===== config.mk =====
export PLATFORM = sky130hd
export DESIGN_NAME = per_row_absmax_int8_quantizer_flat
export DESIGN_NICKNAME = d
export VERILOG_FILES = /design/src/hdl/prq_pkg.sv /design/src/hdl/prq_if.sv /design/src/hdl/prq_div.sv /design/src/hdl/prq_dp.sv /design/src/hdl/prq_ctrl.sv /design/src/hdl/per_row_absmax_int8_quantizer.sv /design/src/flat_wrapper.sv
export SDC_FILE = /design/constraint.sdc
export NUM_CORES = 1
export LEC_CHECK = 0
export ABC_AREA = 0
export BUFFER_PORTS_ARGS = -buffer_cell sky130_fd_sc_hd__buf_2
export CORE_MARGIN = 2
export CORE_UTILIZATION = 55
export CTS_BUF_LIST = sky130_fd_sc_hd__clkbuf_4 sky130_fd_sc_hd__clkbuf_8 sky130_fd_sc_hd__clkbuf_16
export DETAILED_ROUTE_END_ITERATION = 10
export PLACE_DENSITY = 0.74
export RECOVER_POWER = 50
export SLEW_MARGIN = 20
export SYNTH_ARGS = -nofsm -noshare
export SYNTH_HDL_FRONTEND = slang
export SYNTH_SLANG_ARGS = --single-unit

===== constraint.sdc =====
create_clock -name clock -period 4.75 [get_ports clock]
set_input_delay 0.475 -clock clock [delete_from_list [all_inputs] [get_ports clock]]
set_output_delay 0.475 -clock clock [all_outputs]
set_load 0.02 [all_outputs]

===== src/hdl/prq_pkg.sv =====
// Shared types and constants of the per-row absmax int8 quantizer.
package prq_pkg;

   // fp32 bit patterns used by the scale path.
   localparam logic [31:0] SCALE_FLOOR_BITS = 32'h2EDB_E6FF;  // 1e-10f
   localparam logic [31:0] RECIP_RESET_BITS = 32'h5015_02F9;  // 1 / 1e-10f
   localparam logic [31:0] FP32_INF_BITS    = 32'h7F80_0000;

   // Biased exponent of 127.0f.
   localparam int          QMAX_EXP  = 133;

   // Largest non-NaN bf16 magnitude (infinity).
   localparam logic [14:0] BF16_INF_MAG = 15'h7F80;

   // Quotient bits produced by the divider: 24 significand bits, guard, spare.
   localparam int QUO_BITS = 27;

   // Commands from the controller to the datapath.
   typedef struct packed {
      logic take;       // transfer of an input item
      logic scale_fin;  // form, round and store the scale
      logic recip_go;   // start 1 / scale
      logic recip_fin;  // round and store the reciprocal
      logic mul;        // form the element product
      logic rnd;        // round the product to fp32
      logic load;       // write the output register
   } cmd_type;

   // Status from the datapath to the controller.
   typedef struct packed {
      logic div_done;
      logic out_free;
   } status_type;

endpackage


===== src/hdl/prq_if.sv =====
// Valid/ready channel interfaces for the quantizer's request and response.
interface prq_req_if;
   logic        valid;
   logic        ready;
   logic        operation;
   logic [15:0] element_bits;
   logic        row_end;

   modport source (output valid, output operation, output element_bits, output row_end,
                   input ready);
   modport sink   (input valid, input operation, input element_bits, input row_end,
                   output ready);
endinterface

interface prq_rsp_if;
   logic               valid;
   logic               ready;
   logic               kind;
   logic [31:0]        scale_bits;
   logic signed [7:0]  quant_value;
   logic               final_flag;

   modport source (output valid, output kind, output scale_bits, output quant_value,
                   output final_flag, input ready);
   modport sink   (input valid, input kind, input scale_bits, input quant_value,
                   input final_flag, output ready);
endinterface


===== src/hdl/prq_div.sv =====
// Restoring divider: one quotient bit per cycle of floor(dividend * 2^26 / divisor).
module prq_div (
   input  logic                          clock,
   input  logic                          reset,
   input  logic                          start,
   input  logic [23:0]                   dividend,
   input  logic [23:0]                   divisor,
   output logic                          done,
   output logic [prq_pkg::QUO_BITS-1:0]  quotient,
   output logic                          sticky
);

   localparam logic [4:0] LAST_STEP = 5'(prq_pkg::QUO_BITS - 1);

   logic                          busy_ff, busy_in;
   logic                          done_ff, done_in;
   logic [4:0]                    count_ff, count_in;
   logic [24:0]                   rem_ff, rem_in;
   logic [prq_pkg::QUO_BITS-1:0]  quo_ff, quo_in;
   logic                          ge;
   logic [24:0]                   diff;

   // Trial subtraction of the divisor from the partial remainder.
   always_comb begin
      ge   = rem_ff >= {1'b0, divisor};
      diff = rem_ff - {1'b0, divisor};
   end

   // Next state of the iteration.
   always_comb begin
      busy_in  = busy_ff;
      done_in  = done_ff;
      count_in = count_ff;
      rem_in   = rem_ff;
      quo_in   = quo_ff;
      if (start) begin
         busy_in  = 1'b1;
         done_in  = 1'b0;
         count_in = '0;
         rem_in   = {1'b0, dividend};
         quo_in   = '0;
      end else if (busy_ff) begin
         quo_in   = {quo_ff[prq_pkg::QUO_BITS-2:0], ge};
         rem_in   = ge ? {diff[23:0], 1'b0} : {rem_ff[23:0], 1'b0};
         count_in = count_ff + 5'd1;
         if (count_ff == LAST_STEP) begin
            busy_in = 1'b0;
            done_in = 1'b1;
         end
      end
   end

   // Control registers.
   always_ff @(posedge clock) begin
      if (reset) begin
         busy_ff  <= 1'b0;
         done_ff  <= 1'b0;
         count_ff <= '0;
      end else begin
         busy_ff  <= busy_in;
         done_ff  <= done_in;
         count_ff <= count_in;
      end
   end

   // Remainder and quotient registers.
   always_ff @(posedge clock) begin
      rem_ff <= rem_in;
      quo_ff <= quo_in;
   end

   assign done     = done_ff;
   assign quotient = quo_ff;
   assign sticky   = rem_ff != 25'd0;

endmodule


===== src/hdl/prq_dp.sv =====
// Datapath: peak tracking, scale and reciprocal, element product, rounding, output register.
module prq_dp (
   input  logic                 clock,
   input  logic                 reset,
   input  prq_pkg::cmd_type     cmd,
   output prq_pkg::status_type  status,
   input  logic                 in_operation,
   input  logic [15:0]          in_element_bits,
   input  logic                 in_row_end,
   output logic                 out_valid,
   input  logic                 out_ready,
   output logic                 out_kind,
   output logic [31:0]          out_scale_bits,
   output logic signed [7:0]    out_quant_value,
   output logic                 out_final_flag
);

   typedef enum logic [1:0] {
      CLS_NORM = 2'd0,
      CLS_NAN  = 2'd1,
      CLS_INF  = 2'd2,
      CLS_ZERO = 2'd3
   } class_type;

   typedef struct packed {
      logic signed [9:0] e;
      logic [22:0]       m;
   } rnd_type;

   // Round a 27-bit quotient to an fp32 significand, nearest even.
   function automatic rnd_type div_round(input logic [26:0] q, input logic st,
                                         input logic signed [9:0] base);
      rnd_type     r;
      logic [23:0] m;
      logic        g;
      logic        s;
      logic [24:0] sum;
      if (q[26]) begin
         m = q[26:3];
         g = q[2];
         s = q[1] | q[0] | st;
         r.e = base;
      end else begin
         m = q[25:2];
         g = q[1];
         s = q[0] | st;
         r.e = base - 10'sd1;
      end
      sum = {1'b0, m} + {24'b0, g & (s | m[0])};
      if (sum[24]) begin
         r.e = r.e + 10'sd1;
      end
      r.m = sum[24] ? 23'd0 : sum[22:0];
      return r;
   endfunction

   // Captured item and row state.
   logic              op_ff;
   logic              last_ff;
   logic [15:0]       bits_ff;
   logic [14:0]       peak_ff, peak_in;
   logic [14:0]       work_peak_ff;
   logic [31:0]       scale_ff;
   logic [31:0]       recip_ff;
   logic [14:0]       new_peak;

   // Peak / 127 quotient.
   logic [7:0]                    peak_sig;
   logic [6:0]                    peak_rem;
   logic [prq_pkg::QUO_BITS-1:0]  peak_quo;
   logic                          peak_st;

   // Divider wiring.
   logic                          div_start;
   logic [23:0]                   div_a;
   logic [23:0]                   div_b;
   logic                          div_done;
   logic [prq_pkg::QUO_BITS-1:0]  div_q;
   logic                          div_st;
   rnd_type                       scale_r;
   rnd_type                       recip_r;
   logic [31:0]                   scale_cand;
   logic [31:0]                   scale_next;

   // Product path.
   logic [31:0]       prod_ff;
   logic signed [9:0] ubase_ff;
   logic              sign_ff;
   class_type         cls_ff;
   class_type         cls_in;
   logic [23:0]       m24_ff;
   logic signed [9:0] u_ff;
   logic [23:0]       pm;
   logic              pg;
   logic              ps;
   logic signed [9:0] pu;
   logic [24:0]       psum;

   // Integer rounding.
   logic [4:0]        sh;
   logic [47:0]       shifted;
   logic              inc;
   logic [7:0]        mag;
   logic [7:0]        mag_sat;
   logic signed [7:0] qval;

   // Output register.
   logic              out_valid_ff;
   logic              out_kind_ff;
   logic [31:0]       out_scale_ff;
   logic signed [7:0] out_quant_ff;
   logic              out_final_ff;
   logic              out_free;

   // Running peak, ignoring NaN magnitudes.
   always_comb begin
      new_peak = peak_ff;
      if (in_element_bits[14:0] <= prq_pkg::BF16_INF_MAG &&
          in_element_bits[14:0] > peak_ff) begin
         new_peak = in_element_bits[14:0];
      end
      peak_in = peak_ff;
      if (cmd.take && !in_operation) begin
         peak_in = in_row_end ? 15'd0 : new_peak;
      end
   end

   always_ff @(posedge clock) begin
      if (reset) begin
         peak_ff <= '0;
      end else begin
         peak_ff <= peak_in;
      end
   end

   // Item capture.
   always_ff @(posedge clock) begin
      if (cmd.take) begin
         op_ff        <= in_operation;
         last_ff      <= in_row_end;
         bits_ff      <= in_element_bits;
         work_peak_ff <= new_peak;
      end
   end

   // Peak significand over 127: since 1/127 is 2^-7 + 2^-14 + ..., the
   // quotient is the integer part followed by the 7-bit remainder repeated.
   // The result lines up with floor(significand * 2^25 / 127).
   always_comb begin
      peak_sig = {1'b1, work_peak_ff[6:0]};
      if (peak_sig >= 8'd254) begin
         peak_rem = 7'(peak_sig - 8'd254);
         peak_quo = {2'b10, peak_rem, peak_rem, peak_rem, peak_rem[6:3]};
      end else begin
         peak_rem = 7'(peak_sig - 8'd127);
         peak_quo = {2'b01, peak_rem, peak_rem, peak_rem, peak_rem[6:3]};
      end
      peak_st = peak_rem != 7'd0;
   end

   // Divider operands: 1 / scale.
   assign div_start = cmd.recip_go;
   assign div_a     = 24'h80_0000;
   assign div_b     = {1'b1, scale_ff[22:0]};

   prq_div u_div (
      .clock    (clock),
      .reset    (reset),
      .start    (div_start),
      .dividend (div_a),
      .divisor  (div_b),
      .done     (div_done),
      .quotient (div_q),
      .sticky   (div_st)
   );

   // Scale with floor and infinity, and the rounded reciprocal.
   always_comb begin
      scale_r = div_round(peak_quo, peak_st,
                          $signed({2'b00, work_peak_ff[14:7]}) -
                          10'(prq_pkg::QMAX_EXP - 127));
      recip_r = div_round(div_q, div_st, 10'sd254 - $signed({2'b00, scale_ff[30:23]}));
      scale_cand = {1'b0, scale_r.e[7:0], scale_r.m};
      if (work_peak_ff[14:7] == 8'hFF) begin
         scale_next = prq_pkg::FP32_INF_BITS;
      end else if (work_peak_ff[14:7] == 8'h00 || scale_r.e <= 10'sd0 ||
                   scale_cand < prq_pkg::SCALE_FLOOR_BITS) begin
         scale_next = prq_pkg::SCALE_FLOOR_BITS;
      end else begin
         scale_next = scale_cand;
      end
   end

   always_ff @(posedge clock) begin
      if (cmd.scale_fin) begin
         scale_ff <= scale_next;
      end
   end

   always_ff @(posedge clock) begin
      if (reset) begin
         recip_ff <= prq_pkg::RECIP_RESET_BITS;
      end else if (cmd.recip_fin) begin
         recip_ff <= (scale_ff == prq_pkg::FP32_INF_BITS) ? 32'd0 :
                     {1'b0, recip_r.e[7:0], recip_r.m};
      end
   end

   // Element class of the product x * recip.
   always_comb begin
      if (bits_ff[14:7] == 8'hFF && bits_ff[6:0] != 7'd0) begin
         cls_in = CLS_NAN;
      end else if (bits_ff[14:7] == 8'hFF) begin
         cls_in = (recip_ff == 32'd0) ? CLS_NAN : CLS_INF;
      end else if (bits_ff[14:7] == 8'h00 || recip_ff == 32'd0) begin
         cls_in = CLS_ZERO;
      end else begin
         cls_in = CLS_NORM;
      end
   end

   // Significand product and exponent sum.
   always_ff @(posedge clock) begin
      if (cmd.mul) begin
         prod_ff  <= {1'b1, bits_ff[6:0]} * {1'b1, recip_ff[22:0]};
         ubase_ff <= $signed({2'b00, bits_ff[14:7]}) + $signed({2'b00, recip_ff[30:23]}) -
                     10'sd254;
         sign_ff  <= bits_ff[15] ^ recip_ff[31];
         cls_ff   <= cls_in;
      end
   end

   // Round the product to an fp32 significand.
   always_comb begin
      if (prod_ff[31]) begin
         pm = prod_ff[31:8];
         pg = prod_ff[7];
         ps = |prod_ff[6:0];
         pu = ubase_ff + 10'sd1;
      end else begin
         pm = prod_ff[30:7];
         pg = prod_ff[6];
         ps = |prod_ff[5:0];
         pu = ubase_ff;
      end
      psum = {1'b0, pm} + {24'b0, pg & (ps | pm[0])};
   end

   always_ff @(posedge clock) begin
      if (cmd.rnd) begin
         m24_ff <= psum[24] ? 24'h80_0000 : psum[23:0];
         u_ff   <= psum[24] ? pu + 10'sd1 : pu;
      end
   end

   // Round to integer, ties to even, and clamp to -127..127.
   always_comb begin
      sh      = 5'(10'sd23 - u_ff);
      shifted = {m24_ff, 24'd0} >> sh;
      inc     = shifted[23] & ((|shifted[22:0]) | shifted[24]);
      mag     = {1'b0, shifted[30:24]} + {7'd0, inc};
      mag_sat = (mag >= 8'd127) ? 8'd127 : mag;
      case (cls_ff)
         CLS_NAN:  qval = 8'sd127;
         CLS_INF:  qval = sign_ff ? -8'sd127 : 8'sd127;
         CLS_ZERO: qval = 8'sd0;
         CLS_NORM: begin
            if (u_ff >= 10'sd7) begin
               qval = sign_ff ? -8'sd127 : 8'sd127;
            end else if (u_ff < -10'sd1) begin
               qval = 8'sd0;
            end else begin
               qval = sign_ff ? -$signed(mag_sat) : $signed(mag_sat);
            end
         end
         default:  qval = 8'sd0;
      endcase
   end

   // Output register, freed by a transfer on the response side.
   assign out_free = !out_valid_ff || out_ready;

   always_ff @(posedge clock) begin
      if (reset) begin
         out_valid_ff <= 1'b0;
      end else if (cmd.load) begin
         out_valid_ff <= 1'b1;
      end else if (out_ready) begin
         out_valid_ff <= 1'b0;
      end
   end

   always_ff @(posedge clock) begin
      if (cmd.load) begin
         out_kind_ff  <= op_ff;
         out_scale_ff <= op_ff ? 32'd0 : scale_ff;
         out_quant_ff <= op_ff ? qval : 8'sd0;
         out_final_ff <= op_ff & last_ff;
      end
   end

   assign status.div_done = div_done;
   assign status.out_free = out_free;
   assign out_valid       = out_valid_ff;
   assign out_kind        = out_kind_ff;
   assign out_scale_bits  = out_scale_ff;
   assign out_quant_value = out_quant_ff;
   assign out_final_flag  = out_final_ff;

`ifndef SYNTH
   // A load never overwrites a result that has not been transferred.
   a_load_free: assert property (@(posedge clock) disable iff (reset)
      cmd.load |-> out_free) else $error("output register overwritten");

   // A load always presents a result in the next cycle.
   a_load_valid: assert property (@(posedge clock) disable iff (reset)
      cmd.load |=> out_valid_ff) else $error("loaded result not presented");

   // The peak never holds a NaN magnitude.
   a_peak_range: assert property (@(posedge clock) disable iff (reset)
      peak_ff <= prq_pkg::BF16_INF_MAG) else $error("peak holds a NaN magnitude");

   // The stored reciprocal is never negative.
   a_recip_sign: assert property (@(posedge clock) disable iff (reset)
      cmd.recip_fin |=> !recip_ff[31]) else $error("negative reciprocal stored");
`endif

endmodule


===== src/hdl/prq_ctrl.sv =====
// Controller state machine sequencing the quantizer datapath.
module prq_ctrl (
   input  logic                 clock,
   input  logic                 reset,
   input  logic                 in_valid,
   input  logic                 in_operation,
   input  logic                 in_row_end,
   output logic                 in_ready,
   output prq_pkg::cmd_type     cmd,
   input  prq_pkg::status_type  status
);

   typedef enum logic [6:0] {
      S_IDLE      = 7'b000_0001,
      S_SCALE     = 7'b000_0010,
      S_RECIP_GO  = 7'b000_0100,
      S_RECIP_RUN = 7'b000_1000,
      S_MUL       = 7'b001_0000,
      S_RND       = 7'b010_0000,
      S_LOAD      = 7'b100_0000
   } state_type;

   state_type state_ff, state_in;

   assign in_ready = state_ff == S_IDLE;

   // Next state and commands.
   always_comb begin
      state_in = state_ff;
      cmd      = '0;
      case (state_ff)
         S_IDLE: begin
            if (in_valid) begin
               cmd.take = 1'b1;
               if (in_operation) begin
                  state_in = S_MUL;
               end else if (in_row_end) begin
                  state_in = S_SCALE;
               end
            end
         end
         S_SCALE: begin
            cmd.scale_fin = 1'b1;
            state_in      = S_RECIP_GO;
         end
         S_RECIP_GO: begin
            cmd.recip_go = 1'b1;
            state_in     = S_RECIP_RUN;
         end
         S_RECIP_RUN: begin
            if (status.div_done) begin
               cmd.recip_fin = 1'b1;
               state_in      = S_LOAD;
            end
         end
         S_MUL: begin
            cmd.mul  = 1'b1;
            state_in = S_RND;
         end
         S_RND: begin
            cmd.rnd  = 1'b1;
            state_in = S_LOAD;
         end
         S_LOAD: begin
            if (status.out_free) begin
               cmd.load = 1'b1;
               state_in = S_IDLE;
            end
         end
         default: begin
            state_in = S_IDLE;
         end
      endcase
   end

   always_ff @(posedge clock) begin
      if (reset) begin
         state_ff <= S_IDLE;
      end else begin
         state_ff <= state_in;
      end
   end

endmodule


===== src/hdl/per_row_absmax_int8_quantizer.sv =====
// Top level of the per-row absmax int8 quantizer.
//
//   Channel   Direction  Payload
//   req_chan  in         operation, element_bits, row_end
//   rsp_chan  out        kind, scale_bits, quant_value, final_flag
//
// A measure element that is not the last of its row is taken without leaving the idle
// state. The last measure element runs capture, peak / 127 by compare and subtract,
// divider start, a 27-step restoring run for 1 / scale until its done flag, and load.
// A quantize element runs capture, multiply, fp32 round, load; neither takes a new item
// before its load. Reset clears the peak and sets the reciprocal to that of 1e-10.
// A result waits in the output register; the block keeps accepting items
// until it must load a new result while the old one is not yet transferred.
module per_row_absmax_int8_quantizer (
   input  logic       clock,
   input  logic       reset,
   prq_req_if.sink    req_chan,
   prq_rsp_if.source  rsp_chan
);

   prq_pkg::cmd_type    cmd;
   prq_pkg::status_type status;
   logic                in_ready;

   prq_ctrl u_ctrl (
      .clock        (clock),
      .reset        (reset),
      .in_valid     (req_chan.valid),
      .in_operation (req_chan.operation),
      .in_row_end   (req_chan.row_end),
      .in_ready     (in_ready),
      .cmd          (cmd),
      .status       (status)
   );

   prq_dp u_dp (
      .clock           (clock),
      .reset           (reset),
      .cmd             (cmd),
      .status          (status),
      .in_operation    (req_chan.operation),
      .in_element_bits (req_chan.element_bits),
      .in_row_end      (req_chan.row_end),
      .out_valid       (rsp_chan.valid),
      .out_ready       (rsp_chan.ready),
      .out_kind        (rsp_chan.kind),
      .out_scale_bits  (rsp_chan.scale_bits),
      .out_quant_value (rsp_chan.quant_value),
      .out_final_flag  (rsp_chan.final_flag)
   );

   assign req_chan.ready = in_ready;

endmodule

===== src/flat_wrapper.sv =====
// flat-port wrapper written by rule: the top's interface ports become plain ports
module per_row_absmax_int8_quantizer_flat 
  (clock, reset, req_chan_valid, req_chan_operation, req_chan_element_bits, req_chan_row_end, req_chan_ready, rsp_chan_valid, rsp_chan_kind, rsp_chan_scale_bits, rsp_chan_quant_value, rsp_chan_final_flag, rsp_chan_ready);
  prq_req_if req_chan_i ();
  prq_rsp_if rsp_chan_i ();
  input  logic clock;
  input  logic reset;
  input wire logic [$bits(req_chan_i.valid)-1:0] req_chan_valid;
  input wire logic [$bits(req_chan_i.operation)-1:0] req_chan_operation;
  input wire logic [$bits(req_chan_i.element_bits)-1:0] req_chan_element_bits;
  input wire logic [$bits(req_chan_i.row_end)-1:0] req_chan_row_end;
  output wire logic [$bits(req_chan_i.ready)-1:0] req_chan_ready;
  output wire logic [$bits(rsp_chan_i.valid)-1:0] rsp_chan_valid;
  output wire logic [$bits(rsp_chan_i.kind)-1:0] rsp_chan_kind;
  output wire logic [$bits(rsp_chan_i.scale_bits)-1:0] rsp_chan_scale_bits;
  output wire logic [$bits(rsp_chan_i.quant_value)-1:0] rsp_chan_quant_value;
  output wire logic [$bits(rsp_chan_i.final_flag)-1:0] rsp_chan_final_flag;
  input wire logic [$bits(rsp_chan_i.ready)-1:0] rsp_chan_ready;
  assign req_chan_i.valid = req_chan_valid;
  assign req_chan_i.operation = req_chan_operation;
  assign req_chan_i.element_bits = req_chan_element_bits;
  assign req_chan_i.row_end = req_chan_row_end;
  assign req_chan_ready = req_chan_i.ready;
  assign rsp_chan_valid = rsp_chan_i.valid;
  assign rsp_chan_kind = rsp_chan_i.kind;
  assign rsp_chan_scale_bits = rsp_chan_i.scale_bits;
  assign rsp_chan_quant_value = rsp_chan_i.quant_value;
  assign rsp_chan_final_flag = rsp_chan_i.final_flag;
  assign rsp_chan_i.ready = rsp_chan_ready;
  per_row_absmax_int8_quantizer u_core (.clock(clock), .reset(reset), .req_chan(req_chan_i), .rsp_chan(rsp_chan_i));
endmodule

Word-level counts from Yosys, hierarchy flattened --
Index checks and enable logic that the tools add are counted.
Storage, ports and cells: bits in registers 300, input bits 22, output and inout bits 44
Cells by class: add/sub/neg operators 20, multiply operators 1, order comparisons 9, equal/unequal tests 18, shift-type cells 1, muxes and demuxes 54, bitwise logic cells 16, reduce and logical (&&, ||, !) cells 24
Operators with widths (number):
- adder 24 x 1 -> 25 bit | 3
- 2-to-1 mux 24 bit | 3
- 2-to-1 mux 31 bit | 2
- 2-to-1 mux 8 bit | 7
- one-hot mux 7 bit (7 select lines) | 1
- >> shifter 48 x 5 -> 31 bit | 1
- 2-to-1 mux 23 bit | 2
- 2-to-1 mux 7 bit | 6
- 2-to-1 mux 10 bit | 4
- == test 32 x 31 -> 1 bit, second input constant | 1
- logical NOT 32 bit | 1
- multiplier 8 x 24 -> 32 bit | 1
- one-hot mux 8 bit (4 select lines) | 1
- < comparator 31 x 30 -> 1 bit, second input constant | 1
- adder 10 x 2 -> 10 bit, second input constant | 3
- 2-to-1 mux 15 bit | 2
- 2-to-1 mux 27 bit | 1
- greater-or-equal comparator 25 x 24 -> 1 bit | 1
- 2-to-1 mux 25 bit | 1
- nonzero test 25 bit | 1
- subtractor 24 bit | 1
- OR reduction 23 bit | 1
- 2-to-1 mux 1 bit | 21
- == test 8 bit, second input constant | 2
- other kinds (47) | 75

Longest topological paths before layout --
depth after elaboration 13, gate-level depth with buffers 21, depth with buffers taken out 20

Cells and area by module --
Synthesis repeated with hierarchy kept, for this count alone.
Second synthesis, totals: cells, all modules 2683, area, all modules 25753.4 sq um
By module, submodules not included:
- prq_dp | instances 1, cells each 2188, area each 21363.0 sq um, sequential area each 6466.2 sq um
- prq_div | instances 1, cells each 439, area each 3916.3 sq um, sequential area each 1421.4 sq um
- prq_ctrl | instances 1, cells each 56, area each 474.2 sq um, sequential area each 140.1 sq um

Least setup slack after synthesis --
Ideal clock, no wire load.
kind flip-flop to flip-flop, from reg u_core.u_dp.bits_ff[4], to reg u_core.u_dp.prod_ff[30], data pin, library setup time 0.257 ns, arrival 5.011 ns, data required time 4.493 ns, path slack -0.519 ns, stages on the path, launching flop included 17, buffers on the path 1, clock period less this slack 5.269 ns, cells stage by stage edfxtp_1 > clkbuf_1 > and2_1 > fa_1 > fa_1 > fa_1 > fa_1 > ha_1 > nor4_1 > nand2_1 > o2111a_1 > a2111oi_0 > o31ai_1 > o21ai_0 > o21ai_0 > a21o_1 > xor2_1
Between the ends: longest elaborated chain between the ends 1
Ends and longest elaborated chain:
- start: declaration | line prq_dp.sv:60 | logic [15:0] bits_ff;
- start signal: assignment | line prq_dp.sv:141 | bits_ff <= in_element_bits;
- multiplier 8 x 24 -> 32 bit | line prq_dp.sv:225 | prod_ff <= {1'b1, bits_ff[6:0]} * {1'b1, recip_ff[22:0]};
- end signal: assignment | line prq_dp.sv:225
- end: declaration | line prq_dp.sv:86 | logic [31:0] prod_ff;
Every way passes these cells. A chain may end at the register's enable or synchronous reset.

Worst setup path in the final report --
from reg u_core.u_dp.bits_ff[4], to reg u_core.u_dp.prod_ff[27], data pin
Same word-level chain as after synthesis.

==> results.sh <==
export IMPL_status="finished with violations"
export IMPL_violations="max-capacitance violations, max-slew violations, negative setup slack"
export IMPL_setup_viol=10
export IMPL_syn2layout_area_growth_pct=12.6
export IMPL_root_buffer="clkbuf_16"
export IMPL_fmax_mhz=201
export IMPL_coreArea_um2=44300
export IMPL_use_met3_pct=3.56
export IMPL_hold_path_class="primary input to flip-flop"
export IMPL_cap_violations=6
export IMPL_netlist_instances=2613
export IMPL_grt_max_degree=67
export IMPL_first_global_vias=19300
export IMPL_grt_busiest_layer="met2"
export IMPL_critical_path_required_ns=5.03
export IMPL_cts_tree="done"
export IMPL_dp_slack_ns=-0.304
export IMPL_vias=19900
export IMPL_skew_ns=0.0456
export IMPL_dp_hpwl_um=45600
export IMPL_drt_iter0_drc=1750
export IMPL_drc=0
export IMPL_hold_path_depth=1
export IMPL_clock_latency_ns=0.57
export IMPL_use_met1_pct=36.5
export IMPL_final_nets=3014
export IMPL_syn_area_per_cell_um2=9.47
export IMPL_ir_worst_vdd_mv=0.467
export IMPL_netlist_area_um2=24700
export IMPL_power_w=0.0118
export IMPL_reg2reg_slack_ns=-0.23
export IMPL_cp_end_kind="flip-flop"
export IMPL_setup_tns_ns=-1.56
export IMPL_rows=77
export IMPL_antenna_found_initial=0
export IMPL_post_place_cells=3280
export IMPL_grt_pass1_wl_um=98700
export IMPL_async_reset_ff_share_pct=0
export IMPL_yosysWarnings=0
export IMPL_synth_top_flop_cell="edfxtp_1"
export IMPL_drive_above_1_share_pct=12.6
export IMPL_antenna_cells=0
export IMPL_cts_buffers=35
export IMPL_die_y_um=216
export IMPL_gp_congestion=0.925
export IMPL_initial_core_util_pct=55.8
export IMPL_vias_per_cell=5.96
export IMPL_clk_pin_slew_ns=0.06
export IMPL_synth_fp_nets=2896
export IMPL_hold_violations=0
export IMPL_crit_arrival_ns=5.26
export IMPL_die_width_um=216
export IMPL_rr_worst_depth=17
export IMPL_p_per_area_nw_per_um2=425
export IMPL_yosysSeqAreaShare_pct=31.4
export IMPL_p_leak_nw=11.1
export IMPL_pin_count=66
export IMPL_cts_max_level=2
export IMPL_firstDrtPassIters=5
export IMPL_slew_headroom_pct=-51.1
export IMPL_die_area_um2=46700
export IMPL_grt_total_usage_pct=25.8
export IMPL_cts_buffer_depth=3
export IMPL_ant_nets=0
export IMPL_period_minus_slack_ns=4.98
export IMPL_synth_cell_types=95
export IMPL_cp_max_fo=24
export IMPL_final_cells=3348
export IMPL_path_class="flip-flop to flip-flop"
export IMPL_synth_edff_count=184
export IMPL_worst_slack_ns=-0.228
export IMPL_ys_ff_latch=296
export IMPL_tightest_slew_ns=2.27
export IMPL_rsz0062_at_grt="yes"
export IMPL_io_buffers=64
export IMPL_drv_slew=182
export IMPL_use_met2_pct=41.7
export IMPL_period_share_pct=105
export IMPL_wirelength_um=60400
export IMPL_cts_sinks=296
export IMPL_grt_overflow=0
export IMPL_post_drt_wl_per_cell_um=18.1
export IMPL_cp_start_kind="flip-flop"
## timing repair
action,in CTS,in global routing
buffers inserted,2,3
resized for setup,13,26
hold buffers,0,0
pin swaps,4,6
endpoints found under the setup margin,13,18
## cell usage after synthesis (23+ instances only)
cell type | number | area, um2
nor2b_1 | 41 | 257
dfxtp_1 | 112 | 2240
xnor2_1 | 100 | 876
clkbuf_1 | 99 | 372
inv_1 | 198 | 743
mux2_2 | 30 | 338
nand2_1 | 195 | 732
a21oi_1 | 131 | 656
nor4_1 | 55 | 344
mux2i_1 | 95 | 951
xor2_1 | 56 | 490
edfxtp_1 | 184 | 5530
o21ai_0 | 107 | 536
a211o_1 | 23 | 201
nor3_1 | 55 | 275
nor2_1 | 204 | 766
fa_1 | 135 | 2700
nand3_1 | 48 | 240
a21o_1 | 30 | 225
nand4_1 | 37 | 231
ha_1 | 126 | 1580
and2_1 | 144 | 901
## metal layers
| layer | routed length, um | up-vias |
|---|---|---|
| met4 | 1430 | 0 |
| met5 | 0 | - |
| met3 | 3440 | 114 |
| li1 | - | 9555 |
| met1 | 27400 | 9646 |
| met2 | 28100 | 628 |
## state kept, by name (all words and copies together), names as in the netlist, 2 cells and up
register                     flops
u_core.u_dp.u_div.count_ff       5
u_core.u_dp.recip_ff            31
u_core.u_dp.out_scale_bits      31
u_core.u_dp.prod_ff             32
u_core.u_dp.peak_ff             15
u_core.u_dp.bits_ff             16
u_core.u_ctrl.state_ff           7
u_core.u_dp.u_div.rem_ff        24
u_core.u_dp.u_div.quotient      27
u_core.u_dp.work_peak_ff        15
u_core.u_dp.scale_ff            31
u_core.u_dp.u_ff                10
u_core.u_dp.m24_ff              24
u_core.u_dp.cls_ff               2
u_core.u_dp.ubase_ff            10
u_core.u_dp.out_quant_value      8
## power by group
part           internal, W  total (W)  switching [W]
registers          0.00314    0.00337       0.000223
clock network      0.00171    0.00281        0.00110
logic              0.00276    0.00567        0.00291
total              0.00761     0.0118        0.00424
## layout make-up
cell class | instances | area [um2]
clock buffer | 38 | 898
fill | 3629 | 16500
timing repair buffer | 206 | 1400
clock inverter | 24 | 308
inverter | 200 | 751
multi-input combinational | 1992 | 16000
tap | 592 | 741
sequential | 296 | 7770
## cells in the final DEF, fill, tap and decap left out, types with 40 or more instances in the layout
cell	instances
nand3_1	48
dfxtp_1	110
mux2i_1	95
fa_1	130
ha_1	117
and2_1	136
clkbuf_1	67
xor2_1	56
buf_4	124
inv_1	194
xnor2_1	100
a21oi_1	123
nor2_1	203
nor2b_1	40
o21ai_0	98
nor3_1	53
edfxtp_1	184
nand2_1	195
nor4_1	53
## final timing paths
| kind | from | end |
|---|---|---|
| worst max-delay path | u_core.u_dp.bits_ff[4] | u_core.u_dp.prod_ff[27] |
| worst min-delay path | req_chan_element_bits[15] | u_core.u_dp.bits_ff[15] |
| worst max register to register | u_core.u_dp.bits_ff[4] | u_core.u_dp.prod_ff[27] |
| worst min register to register | u_core.u_dp.bits_ff[15] | u_core.u_dp.sign_ff |
## per-stage QoR
step	util (%)	area [um2]	hold WS, ns
global route	62.9	27900	0.134
floorplan	-	24900	0.400
finish	62.9	27900	0.125
CTS	62.9	27900	0.0814
global placement	60.0	26600	0.403
detailed placement	60.0	26600	0.413
## critical path, cell delays in order (launching register included)
cell and delay, ns:
edfxtp_1 0.41, buf_12 0.18, and2_4 0.17, fa_1 0.50, fa_1 0.53, fa_1 0.57
fa_1 0.45, ha_4 0.24, buf_4 0.14, inv_2 0.06, o21bai_1 0.07, a211o_1 0.27
a221oi_2 0.23, o31a_1 0.22, o21ai_1 0.10, or2_4 0.24, a21o_1 0.18, xor2_1 0.14
## cell families after synthesis
family,count (synthesis),share of synthesized area [%]
adder cells (fa/ha/maj),261,17.3
other,1,0.0152
XOR/XNOR,156,5.52
flip-flops,296,31.4
multiplexers,147,7.21
AO/OA/AOI/OAI,526,14.6
AND/OR/NAND/NOR,901,18.9
buffers and inverters,325,5.10
Power figures use the tool's default switching activity.
